--- src/sv/ltx_pkg.sv ---
// shared types and constants for the length/type xor frame builder
// used by ltx_front, ltx_back and the top level, depends on nothing

package ltx_pkg;

	localparam int LTX_LENGTH_BITS = 16;
	localparam int LTX_CMD_DEPTH   = 4;
	localparam int LTX_OUT_DEPTH   = 4;

	localparam logic KIND_START   = 1'b0;
	localparam logic KIND_PAYLOAD = 1'b1;

	localparam logic [1:0] CFG_HEADER_FIRST  = 2'd0;
	localparam logic [1:0] CFG_HEADER_SECOND = 2'd1;
	localparam logic [1:0] CFG_TAIL_FIRST    = 2'd2;
	localparam logic [1:0] CFG_TAIL_SECOND   = 2'd3;

	localparam logic [1:0] ERR_NONE   = 2'd0;
	localparam logic [1:0] ERR_STRAY  = 2'd1;
	localparam logic [1:0] ERR_OPEN   = 2'd2;
	localparam logic [1:0] ERR_LENGTH = 2'd3;

	typedef enum logic [3:0] {
		STEP_HDR_FIRST,
		STEP_HDR_SECOND,
		STEP_LEN_LO,
		STEP_LEN_HI,
		STEP_BODY,
		STEP_CHK_LO,
		STEP_CHK_HI,
		STEP_TAIL_FIRST,
		STEP_TAIL_SECOND
	} step_t;

	typedef enum logic [1:0] {
		OP_ERROR,
		OP_START,
		OP_DATA
	} cmd_op_t;

	typedef struct packed {
		logic        kind;
		logic [7:0]  frame_type;
		logic [15:0] payload_length;
		logic [7:0]  data_byte;
	} in_item_t;

	typedef struct packed {
		logic [7:0] out_byte;
		logic       frame_end;
		logic [1:0] error_code;
	} out_item_t;

	typedef struct packed {
		cmd_op_t    op;
		logic [1:0] err;
		logic       last;
		logic [7:0] val;
		logic [7:0] len_lo;
		logic [7:0] len_hi;
		logic [7:0] chk;
	} cmd_t;

endpackage

--- src/sv/ltx_fifo.sv ---
// small first-in first-out register queue with registered occupancy
// used for the command queue and the output queue, no package needed

module ltx_fifo #(
	parameter int WIDTH = 8,
	parameter int DEPTH = 4
) (
	input  logic             clk,
	input  logic             arst_n,
	input  logic             push,
	input  logic [WIDTH-1:0] wdata,
	output logic             full,
	input  logic             pop,
	output logic [WIDTH-1:0] rdata,
	output logic             empty
);

	localparam int AW = (DEPTH > 1) ? $clog2(DEPTH) : 1;
	localparam int CW = $clog2(DEPTH + 1);

	logic [WIDTH-1:0] mem [DEPTH];
	logic [AW-1:0]    wr_ptr_q;
	logic [AW-1:0]    rd_ptr_q;
	logic [CW-1:0]    count_q;
	logic             do_push;
	logic             do_pop;

	assign full    = (count_q == CW'(DEPTH));
	assign empty   = (count_q == '0);
	assign do_push = push && !full;
	assign do_pop  = pop && !empty;
	assign rdata   = mem[rd_ptr_q];

	always_ff @(posedge clk) begin
		if (do_push) begin
			mem[wr_ptr_q] <= wdata;
		end
	end

	always_ff @(posedge clk or negedge arst_n) begin
		if (!arst_n) begin
			wr_ptr_q <= '0;
			rd_ptr_q <= '0;
			count_q  <= '0;
		end else begin
			if (do_push) begin
				wr_ptr_q <= (wr_ptr_q == AW'(DEPTH - 1)) ? '0 : wr_ptr_q + 1'b1;
			end
			if (do_pop) begin
				rd_ptr_q <= (rd_ptr_q == AW'(DEPTH - 1)) ? '0 : rd_ptr_q + 1'b1;
			end
			if (do_push && !do_pop) begin
				count_q <= count_q + 1'b1;
			end else if (do_pop && !do_push) begin
				count_q <= count_q - 1'b1;
			end
		end
	end

	assert property (@(posedge clk) disable iff (!arst_n) count_q <= CW'(DEPTH))
		else $error("queue occupancy beyond depth");

	assert property (@(posedge clk) disable iff (!arst_n)
		(do_push && !do_pop) |=> !empty)
		else $error("queue empty after a lone write");

endmodule

--- src/sv/ltx_front.sv ---
// front end: accepts items, tracks the open frame and classifies each item
// into one command for the back end, uses ltx_pkg

module ltx_front import ltx_pkg::*; #(
	parameter int LENGTH_BITS = LTX_LENGTH_BITS
) (
	input  logic     clk,
	input  logic     arst_n,
	input  logic     accept,
	input  in_item_t item,
	output cmd_t     cmd
);

	localparam logic [16:0] MAX_LEN = 17'((1 << LENGTH_BITS) - 10);

	logic                   open_q;
	logic [LENGTH_BITS-1:0] remaining_q;
	logic [7:0]             xor_q;
	logic [LENGTH_BITS-1:0] rem_next;
	logic [7:0]             data_xor;
	logic [7:0]             hdr_xor;
	logic                   too_long;

	assign rem_next = remaining_q - 1'b1;
	assign data_xor = xor_q ^ item.data_byte;
	assign hdr_xor  = item.payload_length[7:0] ^ item.payload_length[15:8] ^ item.frame_type;
	assign too_long = ({1'b0, item.payload_length} > MAX_LEN);

	always_comb begin
		cmd        = '0;
		cmd.op     = OP_ERROR;
		cmd.err    = ERR_NONE;
		cmd.len_lo = item.payload_length[7:0];
		cmd.len_hi = item.payload_length[15:8];
		if (item.kind == KIND_PAYLOAD) begin
			if (!open_q) begin
				cmd.err = ERR_STRAY;
			end else begin
				cmd.op   = OP_DATA;
				cmd.val  = item.data_byte;
				cmd.chk  = data_xor;
				cmd.last = (rem_next == '0);
			end
		end else if (open_q) begin
			cmd.err = ERR_OPEN;
		end else if (too_long) begin
			cmd.err = ERR_LENGTH;
		end else begin
			cmd.op   = OP_START;
			cmd.val  = item.frame_type;
			cmd.chk  = hdr_xor;
			cmd.last = (item.payload_length == '0);
		end
	end

	always_ff @(posedge clk or negedge arst_n) begin
		if (!arst_n) begin
			open_q      <= 1'b0;
			remaining_q <= '0;
			xor_q       <= '0;
		end else if (accept) begin
			if (cmd.op == OP_DATA) begin
				xor_q       <= data_xor;
				remaining_q <= rem_next;
				open_q      <= (rem_next != '0);
			end else if (cmd.op == OP_START) begin
				xor_q       <= hdr_xor;
				remaining_q <= item.payload_length[LENGTH_BITS-1:0];
				open_q      <= (item.payload_length != '0);
			end
		end
	end

	assert property (@(posedge clk) disable iff (!arst_n) open_q == (remaining_q != '0))
		else $error("open frame and remaining count disagree");

endmodule

--- src/sv/ltx_back.sv ---
// back end: holds the header and tail registers and expands each command
// into output beats, one per cycle while the output queue has room, uses ltx_pkg

module ltx_back import ltx_pkg::*; (
	input  logic       clk,
	input  logic       arst_n,
	input  logic       cfg_we,
	input  logic [1:0] cfg_index,
	input  logic [7:0] cfg_data,
	input  cmd_t       cmd,
	input  logic       cmd_valid,
	output logic       cmd_pop,
	output out_item_t  beat,
	output logic       beat_push,
	input  logic       beat_full
);

	logic [7:0] hdr_first_q;
	logic [7:0] hdr_second_q;
	logic [7:0] tail_first_q;
	logic [7:0] tail_second_q;
	logic       busy_q;
	step_t      step_q;
	step_t      step;
	logic       busy_d;
	step_t      step_d;
	logic       done;
	logic       fire;

	always_ff @(posedge clk or negedge arst_n) begin
		if (!arst_n) begin
			hdr_first_q   <= '0;
			hdr_second_q  <= '0;
			tail_first_q  <= '0;
			tail_second_q <= '0;
		end else if (cfg_we) begin
			case (cfg_index)
				CFG_HEADER_FIRST:  hdr_first_q   <= cfg_data;
				CFG_HEADER_SECOND: hdr_second_q  <= cfg_data;
				CFG_TAIL_FIRST:    tail_first_q  <= cfg_data;
				CFG_TAIL_SECOND:   tail_second_q <= cfg_data;
				default: ;
			endcase
		end
	end

	always_comb begin
		if (busy_q) begin
			step = step_q;
		end else if (cmd.op == OP_DATA) begin
			step = STEP_BODY;
		end else begin
			step = STEP_HDR_FIRST;
		end
	end

	assign done = (cmd.op == OP_ERROR) || (step == STEP_TAIL_SECOND)
		|| ((step == STEP_BODY) && !cmd.last);
	assign fire      = cmd_valid && !beat_full;
	assign beat_push = fire;
	assign cmd_pop   = fire && done;

	always_comb begin
		busy_d = busy_q;
		step_d = step_q;
		if (fire) begin
			busy_d = !done;
			step_d = done ? STEP_HDR_FIRST : step_t'(step + 4'd1);
		end
	end

	always_comb begin
		beat            = '0;
		beat.error_code = ERR_NONE;
		if (cmd.op == OP_ERROR) begin
			beat.error_code = cmd.err;
		end else begin
			case (step)
				STEP_HDR_FIRST:   beat.out_byte = hdr_first_q;
				STEP_HDR_SECOND:  beat.out_byte = hdr_second_q;
				STEP_LEN_LO:      beat.out_byte = cmd.len_lo;
				STEP_LEN_HI:      beat.out_byte = cmd.len_hi;
				STEP_BODY:        beat.out_byte = cmd.val;
				STEP_CHK_LO:      beat.out_byte = cmd.chk;
				STEP_CHK_HI:      beat.out_byte = '0;
				STEP_TAIL_FIRST:  beat.out_byte = tail_first_q;
				STEP_TAIL_SECOND: begin
					beat.out_byte  = tail_second_q;
					beat.frame_end = 1'b1;
				end
				default:          beat.out_byte = '0;
			endcase
		end
	end

	always_ff @(posedge clk or negedge arst_n) begin
		if (!arst_n) begin
			busy_q <= 1'b0;
			step_q <= STEP_HDR_FIRST;
		end else begin
			busy_q <= busy_d;
			step_q <= step_d;
		end
	end

	assert property (@(posedge clk) disable iff (!arst_n) busy_q |-> cmd_valid)
		else $error("command left the queue mid expansion");

	assert property (@(posedge clk) disable iff (!arst_n)
		busy_q |-> (step_q != STEP_HDR_FIRST) && (step_q <= STEP_TAIL_SECOND))
		else $error("beat step out of range");

endmodule

--- src/sv/length_type_xor_frame_builder.sv ---
// top level of the length/type xor frame builder
// instantiates ltx_front, ltx_fifo (twice) and ltx_back, uses ltx_pkg
//
// input side is a queue: an item is taken when push is high and full is low.
// a start item opens a frame and yields five beats (two header bytes, the
// length low byte first, the type); each payload item yields its byte; the
// last payload byte, or a start with zero length, adds the checksum low and
// high bytes and the two tail bytes, frame_end marking the final one.
// errors give one beat with out_byte zero and the error code.
// result side is a queue too: the oldest beat sits on result while empty is
// low and leaves when pop is high.
// one item is taken per cycle while the command queue has room; the back end
// writes one beat per cycle into the output queue while it has room, so a
// payload stream keeps a rate of one byte per cycle; header and tail bursts
// fill the queues. with both queues empty the first beat of an item goes
// through the command queue, then the output queue, before it is on result.
// when the receiver stalls, the output queue fills, the back end holds, the
// command queue fills and full rises. reset clears both queues, the open
// frame and the four byte registers. the user writes those registers through
// wr_en, wr_index and wr_data only while idle; the block never enforces it.

module length_type_xor_frame_builder import ltx_pkg::*; #(
	parameter int LENGTH_BITS = LTX_LENGTH_BITS,
	parameter int CMD_DEPTH   = LTX_CMD_DEPTH,
	parameter int OUT_DEPTH   = LTX_OUT_DEPTH
) (
	input  logic       clk,
	input  logic       arst_n,
	input  logic       wr_en,
	input  logic [1:0] wr_index,
	input  logic [7:0] wr_data,
	input  in_item_t   item,
	input  logic       push,
	output logic       full,
	output out_item_t  result,
	output logic       empty,
	input  logic       pop
);

	logic      accept;
	cmd_t      new_cmd;
	cmd_t      head_cmd;
	logic      cmd_empty;
	logic      cmd_pop;
	out_item_t beat;
	logic      beat_push;
	logic      beat_full;

	assign accept = push && !full;

	ltx_front #(
		.LENGTH_BITS(LENGTH_BITS)
	) u_front (
		.clk    (clk),
		.arst_n (arst_n),
		.accept (accept),
		.item   (item),
		.cmd    (new_cmd)
	);

	ltx_fifo #(
		.WIDTH($bits(cmd_t)),
		.DEPTH(CMD_DEPTH)
	) u_cmd_queue (
		.clk    (clk),
		.arst_n (arst_n),
		.push   (accept),
		.wdata  (new_cmd),
		.full   (full),
		.pop    (cmd_pop),
		.rdata  (head_cmd),
		.empty  (cmd_empty)
	);

	ltx_back u_back (
		.clk       (clk),
		.arst_n    (arst_n),
		.cfg_we    (wr_en),
		.cfg_index (wr_index),
		.cfg_data  (wr_data),
		.cmd       (head_cmd),
		.cmd_valid (!cmd_empty),
		.cmd_pop   (cmd_pop),
		.beat      (beat),
		.beat_push (beat_push),
		.beat_full (beat_full)
	);

	ltx_fifo #(
		.WIDTH($bits(out_item_t)),
		.DEPTH(OUT_DEPTH)
	) u_out_queue (
		.clk    (clk),
		.arst_n (arst_n),
		.push   (beat_push),
		.wdata  (beat),
		.full   (beat_full),
		.pop    (pop),
		.rdata  (result),
		.empty  (empty)
	);

endmodule

--- config.mk ---
export PLATFORM = sky130hd
export DESIGN_NAME = length_type_xor_frame_builder
export DESIGN_NICKNAME = d
export VERILOG_FILES = /design/src/sv/ltx_pkg.sv /design/src/sv/ltx_fifo.sv /design/src/sv/ltx_front.sv /design/src/sv/ltx_back.sv /design/src/sv/length_type_xor_frame_builder.sv
export SDC_FILE = /design/constraint.sdc
export NUM_CORES = 1
export LEC_CHECK = 0
export ABC_AREA = 1
export BUFFER_PORTS_ARGS = -buffer_cell sky130_fd_sc_hd__clkbuf_2
export CORE_MARGIN = 2
export CORE_UTILIZATION = 40
export DETAILED_ROUTE_END_ITERATION = 10
export GPL_TIMING_DRIVEN = 1
export PLACE_DENSITY = 0.57
export SYNTH_ARGS = -nofsm -noshare
export SYNTH_HDL_FRONTEND = slang
export SYNTH_SLANG_ARGS = --single-unit
--- constraint.sdc ---
create_clock -name clk -period 7.8 [get_ports clk]
set_clock_uncertainty 0.1 [all_clocks]
set_input_delay 0.39 -clock clk [delete_from_list [all_inputs] [get_ports clk]]
set_output_delay 0.39 -clock clk [all_outputs]
set_load 0.1 [all_outputs]
Yosys cells after proc, flatten, opt, wreduce, memory -nomap -nowiden:

Memory sizes are Yosys's and may differ from the RTL's.
Cells that the tools add are included.

* bits in writable memories: 192
* bits in registers: 76
* bits of input ports: 48
* memories kept: 2
* output and inout port bits: 13
* logic and storage cells: 130

* order comparisons: 1
* equal/unequal tests: 19
* reduce and logical (&&, ||, !) cells: 41
* muxes and demuxes: 39
* bitwise operators: 3
* $add $sub $neg: 10

Memory list
* u_cmd_queue.mem: depth 4, width 37, read ports 1, clocked after Yosys merged registers in 0, write ports 1, RTL line ltx_fifo.sv:21 `logic [WIDTH-1:0] mem [DEPTH];`
* u_out_queue.mem: depth 4, width 11, read ports 1, clocked after Yosys merged registers in 0, write ports 1, RTL line ltx_fifo.sv:21

Operator list (number)
* $pmux 8 s8: 1
* $mux 8: 6
* $mux 9: 4
* $logic_not 16->1: 2
* $mux 16: 2
* $reduce_bool 16->1: 2
* $xor 8x8->8: 3
* $eq 2x2->1 const B: 8
* $gt 16x16->1 const B: 1
* $mux 2: 8
* $sub 16x1->16 const B: 1
* $mux 3: 5
* $mux 13: 1
* $eq 4x3->1 const B: 3
* $logic_and 1x1->1: 12
* $logic_not 1->1: 10
* $mux 1: 10
* $reduce_and 2->1: 5
* $add 2x1->2 const B: 4
* $eq 4x2->1 const B: 2
* $mux 4: 2
* $add 3x1->3 const B: 2
* $eq 3x3->1 const B: 2
* $logic_not 3->1: 2
* other kinds (9): 15

Longest topological paths before layout:

An unclocked memory read counts as a cell.

* depth in word-level cells: 12
* mapped depth: 17

Modules after synthesis:

A second synthesis with hierarchy kept.

* cells, all modules: 1355
* area total of the unflattened synthesis: 13122.6 um^2

By module, submodules not included
* ltx_fifo at u_cmd_queue: area an instance 6389.9 um^2, times used 1, sequential area each 4619.4 um^2, cells each 492
* ltx_front: area an instance 2253.4 um^2, times used 1, sequential area each 625.6 um^2, cells each 364
* ltx_back: area an instance 2239.6 um^2, times used 1, sequential area each 925.9 um^2, cells each 307
* ltx_fifo at u_out_queue: area an instance 2225.9 um^2, times used 1, sequential area each 1496.4 um^2, cells each 189
* length_type_xor_frame_builder: area an instance 13.8 um^2, times used 1, sequential area each 0.0 um^2, cells each 3

Worst setup path after synthesis:

No wires, ideal clock.

* path kind: reg2reg
* start: reg u_cmd_queue.count_q[0]
* end: reg u_cmd_queue.count_q[1]
* setup slack: 3.687 ns
* data arrival time: 3.888 ns
* period minus slack after synthesis: 4.113 ns
* required time: 7.575 ns
* setup time: 0.125 ns
* stages on the path, launching flop included: 7
* cells stage by stage: dfrtp_1 -> nor3_1 -> nor2_2 -> ha_1 -> inv_1 -> fa_1 -> mux2_2

* elaborated cells between the ends (all ways): 18

RTL lines
* start: declaration: RTL line ltx_fifo.sv:24 `logic [CW-1:0] count_q;`
* start signal: assignment: RTL line ltx_fifo.sv:53 `count_q <= count_q + 1'b1;`
* start signal: assignment: RTL line ltx_fifo.sv:55 `count_q <= count_q - 1'b1;`
* $eq 3x3->1 *: RTL line ltx_fifo.sv:28 `assign full = (count_q == CW'(DEPTH));`
* named net full: RTL line length_type_xor_frame_builder.sv:34 `output logic full,`
* $logic_not 1->1 *: RTL line ltx_fifo.sv:30, length_type_xor_frame_builder.sv:49
* $logic_and 1x1->1: RTL line length_type_xor_frame_builder.sv:49 `assign accept = push && !full;`
* $logic_and 1x1->1 *: RTL line ltx_fifo.sv:30 `assign do_push = push && !full;`
* named net u_cmd_queue.do_push: RTL line ltx_fifo.sv:25 `logic do_push;`
* $logic_not 1->1: RTL line ltx_fifo.sv:54 `end else if (do_pop && !do_push) begin`
* $logic_and 1x1->1: RTL line ltx_fifo.sv:54
* $reduce_bool 2->1 (no source line)

Mark *: on every way through the listed nets, which the timed path passes. The rest lies on a longest branch. The select of a mux whose other input is x is not followed.
A chain may end at the register's enable or synchronous reset.

Final worst setup path:

* start: reg u_cmd_queue.rd_ptr_q[0]
* end: reg u_cmd_queue.count_q[2]

* longest elaborated chain between the ends: 12
* elaborated cells between the ends (all ways): 18

Ends and longest elaborated chain
* start: declaration: RTL line ltx_fifo.sv:23 `logic [AW-1:0] rd_ptr_q;`
* start signal: assignment: RTL line ltx_fifo.sv:50 `rd_ptr_q <= (rd_ptr_q == AW'(DEPTH - 1)) ? '0 : rd_ptr_q + 1'b1;`
* $mem_v2 4x37 *
* $eq 2x2->1: RTL line ltx_back.sv:50 `end else if (cmd.op == OP_DATA) begin`
* $mux 3: RTL line ltx_back.sv:50
* $mux 4: RTL line ltx_back.sv:48 `if (busy_q) begin`
* $eq 4x4->1 or $eq 4x3->1 (tied branches): RTL line ltx_back.sv:57, ltx_back.sv:58
* $logic_or 1x1->1 or $logic_and 1x1->1 (tied branches): RTL line ltx_back.sv:57, ltx_back.sv:58
* $logic_or 1x1->1 *: RTL line ltx_back.sv:58 `|| ((step == STEP_BODY) && !cmd.last);`
* $logic_and 1x1->1 *: RTL line ltx_back.sv:61 `assign cmd_pop = fire && done;`
* $logic_and 1x1->1 *: RTL line ltx_fifo.sv:31 `assign do_pop = pop && !empty;`
* $logic_not 1->1: RTL line ltx_fifo.sv:52 `if (do_push && !do_pop) begin`
* $logic_and 1x1->1: RTL line ltx_fifo.sv:52
* $mux 3 or $reduce_bool 2->1 (tied branches)

Mark *: on every way between the ends. The rest lies on a longest branch, timed or not.

==> load_flow_metrics.sql <==
INSERT INTO impl_metrics (metric_group, metric, value, unit) VALUES
('outcome', 'outcome', 'finished clean', ''),
('floorplan', 'die_width', '179', 'um'),
('floorplan', 'initial_utilization', '40.8', '%'),
('clocking', 'cts.root.buffer_cell', 'sky130_fd_sc_hd__clkbuf_16', ''),
('worst_setup_path', 'setup.worst_path.class', 'reg2reg', ''),
('routing', 'antenna_violation_net_count_after_detailed_routing', '0', ''),
('placed_design', 'dpl_cell_area', '12800', 'um^2'),
('worst_setup_path', 'setup.reg_to_reg.worst_slack', '4.34', 'ns'),
('routing', 'detail_route.wl_per_cell', '18.1', 'um'),
('global_route', 'grt_antenna_before_repair', '0', ''),
('placed_design', 'portBuffers', '60', ''),
('clocking', 'cts_post_setup_buffers_inserted', '0', ''),
('timing', 'portion_of_the_clock_cycle_consumed_by_the_worst_path_in_the_final_layout', '44.4', '%'),
('layout', 'filler_cell_count', '2774', ''),
('placed_design', 'place.detailed.instances', '1566', ''),
('logic_synthesis', 'synth_flop_cell', 'sky130_fd_sc_hd__edfxtp_1', ''),
('global_route', 'gr-usage-all-layers', '18.6', '%'),
('timing', 'rsz_0062_raised_after_global_routing', 'false', ''),
('floorplan', 'std_cell_rows', '63', ''),
('floorplan', 'io_pins', '61', ''),
('logic_synthesis', 'synthesis.instances', '1165', ''),
('layout', 'layout.cells.most_common', 'sky130_fd_sc_hd__edfxtp_1', ''),
('layout', 'insertedDiodeCount', '0', ''),
('floorplan', 'die-height', '179', 'um'),
('logic_synthesis', 'ys_warn_count', '0', ''),
('worst_setup_path', 'timing.critical_path.required', '8.12', 'ns'),
('routing', 'avgViaCountPerCell', '5.29', ''),
('clocking', 'ctsLongestPathBuffers', '3', ''),
('worst_setup_path', 'worst_ep_arrival_time', '3.78', 'ns'),
('clocking', 'clock_slew_seen_by_the_registers_of_the_worst_setup_and_hold_paths', '0.06', 'ns'),
('worst_setup_path', 'setup.worst_path.end_class', 'register', ''),
('power', 'p_per_area', '432', 'nW/um^2'),
('floorplan', 'core_ar', '29900', 'um^2'),
('timing', 'fin_tns_setup', '0', 'ns'),
('global_route', 'grt_pass1_wl', '45700', 'um'),
('logic_synthesis', 'syn_nets', '1233', ''),
('routing', 'drt_iter0_drcs', '747', ''),
('clocking', 'tritoncts_clock_tree', 'built', ''),
('power', 'ir_worst_vdd', '0.000216', 'V'),
('worst_setup_path', 'crit_path_max_fanout', '78', ''),
('timing', 'max_slew.worst_pin.slew', '1.16', 'ns'),
('logic_synthesis', 'ys_ff_latch', '268', ''),
('routing', 'drc_errors', '0', ''),
('flow_run', 'max_cap_viol_count', '0', ''),
('timing', 'finalHoldViolations', '0', ''),
('routing', 'via_count', '8565', ''),
('clocking', 'htree_levels', '1', ''),
('placed_design', 'post-dp-hpwl', '19000', 'um'),
('timing', 'max-slew-margin-rel', '22.7', '%'),
('worst_hold_path', 'min-delay-path-class', 'in2reg', ''),
('clocking', 'clkLatencyLatePin', '0.55', 'ns'),
('timing', 'finalMaxSlewViolations', '0', ''),
('power', 'leakage', '0.00543', 'uW'),
('placed_design', 'gpl_wtd_cong', '0.833', ''),
('logic_synthesis', 'synth.avg_cell_area', '10.5', 'um^2'),
('layout', 'final-instance-count-excl-fill', '1619', ''),
('layout', 'final_cell_area', '13700', 'um^2'),
('layout', 'regArea', '7670', 'um^2'),
('layout', 'post_route_cells_drive_above_1_share', '11.5', '%'),
('clocking', 'cts_buffers', '28', ''),
('clocking', 'number_of_clock_sinks', '268', ''),
('logic_synthesis', 'mappedNetlistArea', '12200', 'um^2'),
('routing', 'detail_route.first_pass.iterations', '5', ''),
('layout', 'final_nets', '1275', ''),
('timing', 'timing.fmax', '0.289', 'GHz'),
('floorplan', 'die_area', '31900', 'um^2'),
('layout', 'mostFrequentLayoutCells', '192 x sky130_fd_sc_hd__edfxtp_1, 178 x sky130_fd_sc_hd__nand2_1, 170 x sky130_fd_sc_hd__o21ai_0', ''),
('logic_synthesis', 'asyncSetResetFlopFracSynth', '28.4', '%'),
('worst_setup_path', 'worst_setup_path_start_kind', 'register', ''),
('logic_synthesis', 'synth_cell_type_count', '37', ''),
('global_route', 'grt_start_max_net_pins', '79', ''),
('logic_synthesis', 'synth_edf_count', '192', ''),
('timing', 'setup_viol', '0', ''),
('routing', 'drt_wl_total', '29400', 'um'),
('layout', 'multi_input_area', '3970', 'um^2'),
('global_route', 'grt_pass1_vias', '8129', ''),
('layout', 'area.growth.synth_to_final', '12.7', '%'),
('global_route', 'grt_overflow', '0', ''),
('timing', 'fin_crit', '3.46', 'ns'),
('logic_synthesis', 'ys_seq_area_share', '62.8', '%');
## final timing paths
check / depth (start not counted) / to / startpoint
setup / recovery: 14 / u_cmd_queue.count_q[2] / u_cmd_queue.rd_ptr_q[0]
hold / removal: 1 / u_cmd_queue.mem[0][9] / item[17]
setup reg to reg: 14 / u_cmd_queue.count_q[2] / u_cmd_queue.rd_ptr_q[0]
hold reg to reg: 2 / u_back.hdr_second_q[4] / u_back.hdr_second_q[4]
max in group asynchronous: 3 / u_cmd_queue.rd_ptr_q[0] / arst_n
min in group asynchronous: 2 / u_cmd_queue.wr_ptr_q[0] / arst_n
## stage by stage
stage	power [uW]	hold slack [ns]	setup WS (ns)	utilization [%]
floorplan	4040	-0.00559	3.69	-
global placement	4590	0.268	4.40	42.9
detailed placement	4640	0.263	4.32	42.9
CTS	5980	0.0109	4.32	46.0
global route	6320	0.0414	3.97	46.0
finish	5930	0.0403	4.34	46.0
## flip-flops by register name, summed over array words and instances (netlist names), 4 cells and up
signal / cells
u_cmd_queue.mem: 148
u_out_queue.mem: 44
u_front.remaining_q: 16
u_back.hdr_first_q: 8
u_back.hdr_second_q: 8
u_back.tail_first_q: 8
u_back.tail_second_q: 8
u_front.xor_q: 8
u_back.step_q: 4
## cell type report
class	count	share of cell area, %
Clock buffer	34	5.49
Multi-Input combinational cell	759	28.8
Sequential cell	268	55.8
Clock inverter	18	1.26
Timing Repair Buffer	74	2.99
Inverter	76	2.08
Tap cell	390	3.55
## routing by layer
metal / track usage [%] / routed length (um) / vias to the layer above
met5: 0 / 0 / -
met4: 4.71 / 673 / 0
met3: 2.17 / 1490 / 45
met2: 30.5 / 13400 / 241
met1: 26.5 / 13800 / 4092
li1: - / - / 4187
## critical path, stage by stage, from the launching register on
cell and delay (ns):
sky130_fd_sc_hd__dfrtp_2 0.39, sky130_fd_sc_hd__buf_4 0.34, sky130_fd_sc_hd__inv_2 0.21, sky130_fd_sc_hd__buf_4 0.54
sky130_fd_sc_hd__nand2_1 0.10, sky130_fd_sc_hd__a32o_1 0.25, sky130_fd_sc_hd__nand4_1 0.10, sky130_fd_sc_hd__nand2_1 0.13
sky130_fd_sc_hd__nand2_1 0.12, sky130_fd_sc_hd__ha_1 0.16, sky130_fd_sc_hd__inv_1 0.07, sky130_fd_sc_hd__fa_1 0.38
sky130_fd_sc_hd__a21oi_1 0.16, sky130_fd_sc_hd__o21ai_0 0.11, sky130_fd_sc_hd__xor2_1 0.15
## cells in the mapped netlist (4+ instances only)
cell type                    n  area, um^2
sky130_fd_sc_hd__buf_6       4        45.0
sky130_fd_sc_hd__o21ai_1     8        40.0
sky130_fd_sc_hd__xor2_1     20         175
sky130_fd_sc_hd__xnor2_1    12         105
sky130_fd_sc_hd__nand2_2     4        25.0
sky130_fd_sc_hd__buf_2      16        80.1
sky130_fd_sc_hd__edfxtp_1  192        5770
sky130_fd_sc_hd__ha_1       18         225
sky130_fd_sc_hd__inv_2       6        22.5
sky130_fd_sc_hd__nor3_1      6        30.0
sky130_fd_sc_hd__clkbuf_1   37         139
sky130_fd_sc_hd__nand4_1    53         332
sky130_fd_sc_hd__o211ai_1   12        90.1
sky130_fd_sc_hd__o21ai_0   170         851
sky130_fd_sc_hd__a21oi_1    27         135
sky130_fd_sc_hd__o22ai_1    43         269
sky130_fd_sc_hd__nand3_1    32         160
sky130_fd_sc_hd__dfrtp_1    76        1900
sky130_fd_sc_hd__nor2_1    152         571
sky130_fd_sc_hd__inv_1      69         259
sky130_fd_sc_hd__a32o_1      9        90.1
sky130_fd_sc_hd__nand2_1   178         668
## power breakdown
| part | internal, uW | switching, uW |
|---|---|---|
| Clock | 786 | 547 |
| Sequential | 2080 | 195 |
| Combinational | 567 | 1760 |
| Total | 3440 | 2500 |
## kinds of logic after synthesis
| logic type | share of synthesized area [%] |
|---|---|
| buf+inv | 4.90 |
| xor+xnor | 2.30 |
| mux | 0.185 |
| flops | 62.8 |
| fa+ha+maj | 2.17 |
| simple gates | 15.4 |
| compound gates | 12.2 |
## timing repair
action | CTS | global route
gates resized for setup | 0 | 0
hold endpoints to repair | 27 | 0
endpoints found under the setup margin | 0 | 0
hold buffers | 1 | 0
(Power assumes the default switching activity.)
